==> config.mk <==
export PLATFORM = sky130hd
export DESIGN_NAME = rbss_front
export DESIGN_NICKNAME = d
export VERILOG_FILES = /design/src/rtl/rbss_pkg.sv /design/src/rtl/rbss_front.sv
export SDC_FILE = /design/constraint.sdc
export NUM_CORES = 2
export LEC_CHECK = 0
export BUFFER_PORTS_ARGS = -buffer_cell sky130_fd_sc_hd__buf_4
export CAP_MARGIN = 5
export CORE_MARGIN = 3
export CORE_UTILIZATION = 31
export CTS_CLUSTER_SIZE = 14
export DETAILED_ROUTE_END_ITERATION = 6
export GPL_TIMING_DRIVEN = 0
export PLACE_DENSITY_LB_ADDON = 0.05
export SYNTH_ARGS = -nofsm -noshare
export SYNTH_HDL_FRONTEND = slang
export SYNTH_SLANG_ARGS = --single-unit
==> constraint.sdc <==
create_clock -name clk -period 5.9 [get_ports clk]
set_input_delay 1.18 -clock clk [delete_from_list [all_inputs] [get_ports clk]]
set_output_delay 1.18 -clock clk [all_outputs]
set_load 0.1 [all_outputs]
==> src/rtl/rbss_pkg.sv <==
// package for the rotated bilinear sprite sampler
// shared constants and config struct; no dependencies
`timescale 1ns / 1ps
package rbss_pkg;
	localparam int MAX_DIM_DEF = 128;
	localparam int COORD_FRAC_DEF = 8;
	localparam int ROT_FRAC = 14;
	localparam int CFG_W = 16;
	localparam int CFG_IDX_W = 3;

	localparam logic [CFG_IDX_W-1:0] REG_COS = 3'd0;
	localparam logic [CFG_IDX_W-1:0] REG_SIN = 3'd1;
	localparam logic [CFG_IDX_W-1:0] REG_MIRROR = 3'd2;
	localparam logic [CFG_IDX_W-1:0] REG_WIDTH = 3'd3;
	localparam logic [CFG_IDX_W-1:0] REG_HEIGHT = 3'd4;
	localparam logic [CFG_IDX_W-1:0] REG_CX = 3'd5;
	localparam logic [CFG_IDX_W-1:0] REG_CY = 3'd6;

	localparam logic FUNC_LOAD = 1'b0;
	localparam logic FUNC_RENDER = 1'b1;

	typedef struct packed {
		logic signed [15:0] cos_coef;
		logic signed [15:0] sin_coef;
		logic mirror_x;
		logic [7:0] img_width;
		logic [7:0] img_height;
		logic [8:0] center_x;
		logic [8:0] center_y;
	} cfg_t;
endpackage

==> src/rtl/rbss_front.sv <==
// front part: accepts items, rotates the offset and queues
// depends on rbss_pkg
`timescale 1ns / 1ps
module rbss_front import rbss_pkg::*; #(
	parameter int MAX_DIM = MAX_DIM_DEF,
	parameter int FB = COORD_FRAC_DEF,
	parameter int AW = 14,
	parameter int CW = 24,
	parameter int QW = 1 + AW + 16 + 22 + 2 * CW
) (
	input logic clk,
	input logic arst_n,
	input cfg_t cfg,
	input logic in_valid,
	output logic in_ready,
	input logic in_func,
	input logic [13:0] in_addr,
	input logic [7:0] in_gray,
	input logic [7:0] in_alpha,
	input logic signed [8:0] in_dx,
	input logic signed [8:0] in_dy,
	output logic q_valid,
	input logic q_ready,
	output logic [QW-1:0] q_data
);
	localparam int DROP = ROT_FRAC - FB;
	// stage 1: products
	logic v_s1, func_s1;
	logic [AW-1:0] addr_s1;
	logic [15:0] ld_s1;
	logic signed [8:0] dx_s1, dy_s1;
	logic signed [25:0] pxc_s1, pys_s1, pyc_s1, pxs_s1;
	logic [7:0] w_s1, h_s1;
	logic [QW-1:0] fifo_q [4];
	logic [1:0] wp_q, rp_q;
	logic [2:0] fill_q;
	logic v_s2;
	logic [QW-1:0] d_s2;
	logic [7:0] we, he;
	logic signed [27:0] sx, sy;
	logic signed [CW-1:0] xr, yr;
	logic push, pop;

	assign we = (32'(cfg.img_width) > MAX_DIM) ? 8'(MAX_DIM) : cfg.img_width;
	assign he = (32'(cfg.img_height) > MAX_DIM) ? 8'(MAX_DIM) : cfg.img_height;
	// accept while queue has room for everything in flight
	assign in_ready = (fill_q + {2'b0, v_s1} + {2'b0, v_s2}) < 3'd4;

	always_ff @(posedge clk or negedge arst_n) begin
		if (!arst_n) begin
			v_s1 <= 1'b0;
			v_s2 <= 1'b0;
		end else begin
			v_s1 <= in_valid && in_ready;
			v_s2 <= v_s1;
		end
	end

	always_ff @(posedge clk) begin
		func_s1 <= in_func;
		addr_s1 <= AW'(in_addr);
		ld_s1 <= {in_alpha, in_gray};
		dx_s1 <= in_dx;
		dy_s1 <= in_dy;
		pxc_s1 <= in_dx * cfg.cos_coef;
		pys_s1 <= in_dy * cfg.sin_coef;
		pyc_s1 <= in_dy * cfg.cos_coef;
		pxs_s1 <= in_dx * cfg.sin_coef;
		w_s1 <= we;
		h_s1 <= he;
	end

	always_comb begin
		sx = 28'(pxc_s1) + 28'(pys_s1);
		sy = 28'(pyc_s1) - 28'(pxs_s1);
		if (cfg.mirror_x) sx = -sx;
		xr = CW'((sx + 28'(1 <<< (DROP - 1))) >>> DROP) + CW'({w_s1, {(FB - 1){1'b0}}});
		yr = CW'((sy + 28'(1 <<< (DROP - 1))) >>> DROP) + CW'({h_s1, {(FB - 1){1'b0}}});
	end

	always_ff @(posedge clk) begin
		d_s2 <= {func_s1, addr_s1, ld_s1, 11'(cfg.center_x) + 11'(dx_s1),
			11'(cfg.center_y) + 11'(dy_s1), xr, yr};
	end

	assign push = v_s2;
	assign pop = q_valid && q_ready;
	assign q_valid = fill_q != 3'd0;
	assign q_data = fifo_q[rp_q];

	always_ff @(posedge clk or negedge arst_n) begin
		if (!arst_n) begin
			wp_q <= '0;
			rp_q <= '0;
			fill_q <= '0;
		end else begin
			if (push) wp_q <= wp_q + 2'd1;
			if (pop) rp_q <= rp_q + 2'd1;
			fill_q <= fill_q + {2'b0, push} - {2'b0, pop};
		end
	end

	always_ff @(posedge clk) begin
		if (push) fifo_q[wp_q] <= d_s2;
	end
endmodule

**After elaboration in Yosys (flattened, before gate mapping)**

Memories as Yosys holds them, arrays and structs flattened.
Cells that the tools add are included.

- Flip-flop bits (word level): 275
- Bits in writable memories: 404
- Input port bits: 120
- Logic and storage cells: 46
- Memories kept: 1

Memory list:

| name | depth | bits a word | read ports | clocked after Yosys merged registers in | write ports | RTL line | RTL |
|---|---|---|---|---|---|---|---|
| fifo_q | 4 | 101 | 1 | 0 | 1 | rbss_front.sv:34 | `logic [QW-1:0] fifo_q [4];` |

- Add/sub/neg operators: 15
- $mul: 4
- $lt $le $gt $ge: 3
- Multiplexer cells: 3
- Reductions and logical operators: 3

Operator list:

| kind | count |
|---|---|
| multiplier 9 x 16 -> 25 bit | 4 |
| adder 28 x 7 -> 28 bit, second input constant | 1 |
| two-way mux 28 bit | 1 |
| negator 26 -> 28 bit | 1 |
| adder 26 x 7 -> 27 bit, second input constant | 1 |
| adder 25 x 25 -> 26 bit | 1 |
| subtractor 25 x 25 -> 26 bit | 1 |
| adder 22 x 16 -> 23 bit | 1 |
| adder 10 x 9 -> 11 bit | 2 |
| adder 21 x 16 -> 22 bit | 1 |
| greater-than comparator 8 bit, second input constant | 2 |
| adder 3 x 1 -> 3 bit | 3 |
| adder 2 x 1 -> 2 bit, second input constant | 2 |
| less-than comparator 3 bit, second input constant | 1 |
| nonzero test 3 bit | 1 |
| subtractor 3 x 1 -> 3 bit | 1 |
| logical AND 1 bit | 2 |
| two-way mux 1 bit | 2 |

**Longest topological paths before layout**

- Depth in word-level cells: 5
- Mapped depth: 27
- Gate-level depth less buffers: 27

**Least setup slack after synthesis**

OpenSTA, ideal clock, no wires.

- Kind: in2reg
- Start point: input cfg[55] in the netlist's numbering
- End point: register pyc_s1[23]
- Library setup time: 0.118 ns
- Data arrival time: 6.736 ns
- Required time: 5.782 ns
- Slack: -0.954 ns
- Stages on the path: 27
- Cells stage by stage: clkbuf_1 -> clkbuf_1 -> nand2_1 -> fa_1 -> fa_1 -> inv_1 -> ha_1 -> inv_1 -> fa_1 -> inv_1 -> ha_1 -> ha_1 -> fa_1 -> a21o_1 -> a21oi_1 -> o21bai_1 -> a21oi_1 -> o21bai_1 -> a21oi_1 -> o21bai_1 -> a21oi_1 -> o21ai_0 -> a31oi_1 -> nor2b_1 -> o21a_1 -> o41a_1 -> xor2_1

- Longest elaborated chain between the ends: 1

RTL lines:

| what | RTL line | RTL |
|---|---|---|
| start: declaration | rbss_front.sv:13 | `input cfg_t cfg,` |
| multiplier 9 x 16 -> 25 bit | rbss_front.sv:67 | `pyc_s1 <= in_dy * cfg.cos_coef;` |
| end signal: assignment | rbss_front.sv:67 |  |
| end: declaration | rbss_front.sv:32 | `logic signed [25:0] pxc_s1, pys_s1, pyc_s1, pxs_s1;` |

No other way between the ends.
A chain may end at the register's enable or synchronous reset.

**Worst setup path in the final report**

- Start point: input in_dy[2]
- End point: register, netlist name pys_s1[24]

- Longest elaborated chain between the ends: 1

RTL lines:

| what | RTL line | RTL |
|---|---|---|
| start: declaration | rbss_front.sv:21 | `input logic signed [8:0] in_dy,` |
| multiplier 9 x 16 -> 25 bit | rbss_front.sv:66 | `pys_s1 <= in_dy * cfg.sin_coef;` |

No other way between the ends.

==> run summary <==
CP Cell Sequence -> buf_16 -> clkbuf_16 -> nand2_4 -> fa_1 -> inv_2 -> fa_1 -> fa_1 -> fa_1 -> fa_1 -> ha_4 -> inv_4 -> o21bai_4 -> a21oi_2 -> o21bai_1 -> a21o_1 -> a21oi_2 -> o21ai_2 -> or4_4 -> a31oi_4 -> a211oi_4 -> a21o_1 -> a21oi_2 -> xnor2_2
Final Max Tran Viols -> 0
Layout Area Growth over Synthesis -> 25.07%
area of the multi-input gates -> 0.02596 mm²
register area -> 0.01727 mm²
IO Port Bufs -> 218
async set-reset flop share out of synthesis -> 0.01355
total negative setup slack -> -1.800 ns
first-pass GRT wire length -> 189,000 µm
unrepaired setup endpoints after global routing -> yes
GRT overflow -> 0
proportion of synthesized area in mux cells -> 0.05058
slowest stage delay, CP -> 0.59 ns
CP max stage cell -> fa_1
CP Launch Type -> primary input
DRC errors left -> 0
CP max FO -> 6
Post-Syn Nets -> 4,678
Least-Margin Pin Slew -> 1.158 ns
DR pass1 iterations -> 5
failing checks -> negative setup slack
Final Hold Fails -> 0
Die Width -> 385.6 µm
Adder-Cell Fraction of Synth Area -> 0.3073
wire length per cell -> 20.22 µm
status -> complete, but fails checks
Synth Area in XOR/XNOR -> 0.04176
Cells after Synth -> 3,750
Clock Pin Slew Worst Setup and Hold Paths -> 0.06 ns
Via Count -> 28,530
initial antenna violation count -> 12
post-synthesis compound-gate area fraction -> 0.05114
Final WS setup -> -0.3099 ns
top_reg_cell synth -> edfxtp_1
initial DRC count -> 1,487
num rows -> 138
chip height -> 385.6 µm
clk buf depth -> 3
Root Driver -> clkbuf_16
hpwl dp -> 92,720 µm
most frequent cells in the layout -> 538 x inv_1, 475 x fa_1, 392 x edfxtp_1
I/O pin cnt -> 223
final net count -> 5,160
worst path bufs/invs -> 4
sequential share of the synthesized area -> 0.3864
Synth cell types -> 78
largest net degree at the start of global routing -> 51
WL final -> 125,400 µm
normalized max-slew margin -> 0.2282
CTS tree -> done
crit path kind -> primary input to flop
CTS Buf Count -> 79
CTS HTree Levels -> 3
largest family of logic cells by synthesized area -> adder cells
Syn Area/Cell -> 11.91 µm²
Final ANT Viol Nets -> 0
Top Family by Delay on Critical Path -> adder cells
Post-synth EDFFs -> 392
total die area -> 0.1487 mm²
Initial Utilization -> 0.3140
fill count -> 13,870
pre-CTS setup slack -> -2.224 ns
Yosys warnings -> 0
gp weighted congestion -> 0.8135
fmax -> 161.0 MHz
Max-Cap Viols -> 0
Total GRT Usage -> 0.1716
Via density -> 4.601
final setup violation count -> 14
crit path time final -> 6.210 ns
Critical Path Most Common Cell -> fa_1
Req. time, crit path -> 6.46 ns
commonest non-fill, non-tap cell in the layout -> inv_1
WP data arrival -> 6.77 ns
Worst-Skew Late Latency -> 0.65 ns
period utilization -> 1.053
Setup Skew -> 0.02904 ns
Sinks on Clock Net -> 664
number of global-route vias before repair -> 29,690
Syn Std Cell Area -> 0.04468 mm²
Synth Register Bits -> 664
share of layout cells above drive strength 1 -> 0.2149
Hold/Removal Path Class -> flop to flop
Post-Synth Simple-Gate Area -> 0.1045
Core Region -> 0.1423 mm²
cts-stage hold buffer count -> 0
CP endpoint kind -> flop
## path summary, 6_finish.rpt
| kind | startpoint | endpoint | slack [ns] | cells past startpoint |
|---|---|---|---|---|
| min in group asynchronous | arst_n | rp_q[0]$_DFFE_PN0P_ | 0.35 | 1 |
| hold reg to reg | func_s1$_DFF_P_ | d_s2[100]$_DFF_P_ | 0.31 | 0 |
| setup / recovery | in_dy[2] | pys_s1[24]$_DFF_P_ | -0.31 | 23 |
| setup reg to reg | pxc_s1[0]$_DFF_P_ | d_s2[45]$_DFF_P_ | 0.24 | 25 |
| hold / removal | func_s1$_DFF_P_ | d_s2[100]$_DFF_P_ | 0.31 | 0 |
| max in group asynchronous | arst_n | wp_q[0]$_DFFE_PN0P_ | 5.41 | 1 |
## timing repair
item / CTS / global route
gates cloned: 3 / 0
gates resized for setup: 339 / 163
pin swaps: 79 / 122
buffers inserted: 103 / 76
setup endpoints to repair: 49 / 33
## logic make-up after synthesis
kind of cell / count (synthesis)
XOR/XNOR: 213
AO/OA/AOI/OAI: 350
buffers and inverters: 690
AND/OR/NAND/NOR: 922
flip-flops: 664
adder cells (fa/ha/maj): 808
multiplexers: 103
## through the flow
step | hold WS [ns] | util | cells | area, µm²
after detailed placement | 0.3121 | 0.3461 | 5866 | 49250
after floorplan | 0.3096 | - | 3750 | 45010
after global routing | 0.3058 | 0.3925 | 6190 | 55850
final | 0.3069 | 0.3927 | 6201 | 55880
after global placement | 0.3110 | 0.3445 | 5858 | 49010
after CTS | 0.2752 | 0.3836 | 6119 | 54570
## flip-flops by register name, indices dropped and copies added (netlist names)
signal	count
d_s2	98
ld_s1	16
addr_s1	14
pys_s1	25
v_s1	1
dy_s1	9
pyc_s1	25
h_s1	8
fifo_q	392
push	1
rp_q	2
fill_q	3
func_s1	1
dx_s1	9
pxc_s1	25
wp_q	2
pxs_s1	25
w_s1	8
## layout make-up
class                   count  area share
repair buffers            407     0.06859
clock buffers             109     0.03961
plain buffers             126     0.02907
multi-input cells        2396      0.4646
flip-flops and latches    664      0.3090
clock inverters            39    0.008755
well taps                1890     0.04232
diodes                     12   0.0005374
inverters                 558     0.03753
## metal layers
metal,share of wire,vias up,global-route usage
li1,-,13350,-
met2,0.44,589,0.2617
met1,0.47,14490,0.2496
met5,0,-,0
met4,0.016,0,0.03627
met3,0.068,99,0.03754
## cell usage after synthesis (4+ instances only)
| master | count | area, µm² |
|---|---|---|
| a211oi_1 | 9 | 67.56 |
| a21o_1 | 46 | 345.3 |
| a21oi_1 | 103 | 515.5 |
| a31oi_1 | 17 | 106.4 |
| and2_1 | 258 | 1614 |
| and3_1 | 9 | 56.30 |
| buf_1 | 13 | 48.80 |
| clkbuf_1 | 114 | 427.9 |
| dfrtp_1 | 9 | 225.2 |
| dfxtp_1 | 263 | 5265 |
| edfxtp_1 | 392 | 11770 |
| fa_1 | 482 | 9649 |
| ha_1 | 326 | 4079 |
| inv_1 | 558 | 2095 |
| mux4_2 | 98 | 2207 |
| nand2_1 | 322 | 1209 |
| nand2b_1 | 61 | 381.6 |
| nand3_1 | 24 | 120.1 |
| nand4_1 | 9 | 56.30 |
| nor2_1 | 115 | 431.7 |
| nor2b_1 | 33 | 206.5 |
| nor3_1 | 42 | 210.2 |
| nor3b_1 | 4 | 30.03 |
| nor4_1 | 5 | 31.28 |
| o211ai_1 | 6 | 45.04 |
| o21a_1 | 19 | 142.6 |
| o21ai_0 | 59 | 295.3 |
| o21bai_1 | 40 | 300.3 |
| o22ai_1 | 5 | 31.28 |
| o31ai_1 | 4 | 30.03 |
| o41ai_1 | 4 | 35.03 |
| or2_2 | 6 | 37.54 |
| or3_1 | 9 | 56.30 |
| or4_1 | 7 | 52.55 |
| xnor2_1 | 165 | 1445 |
| xor2_1 | 48 | 420.4 |
Power is not shown: default switching activity piles up to over one toggle a cycle in this logic, so the estimate is an artifact.
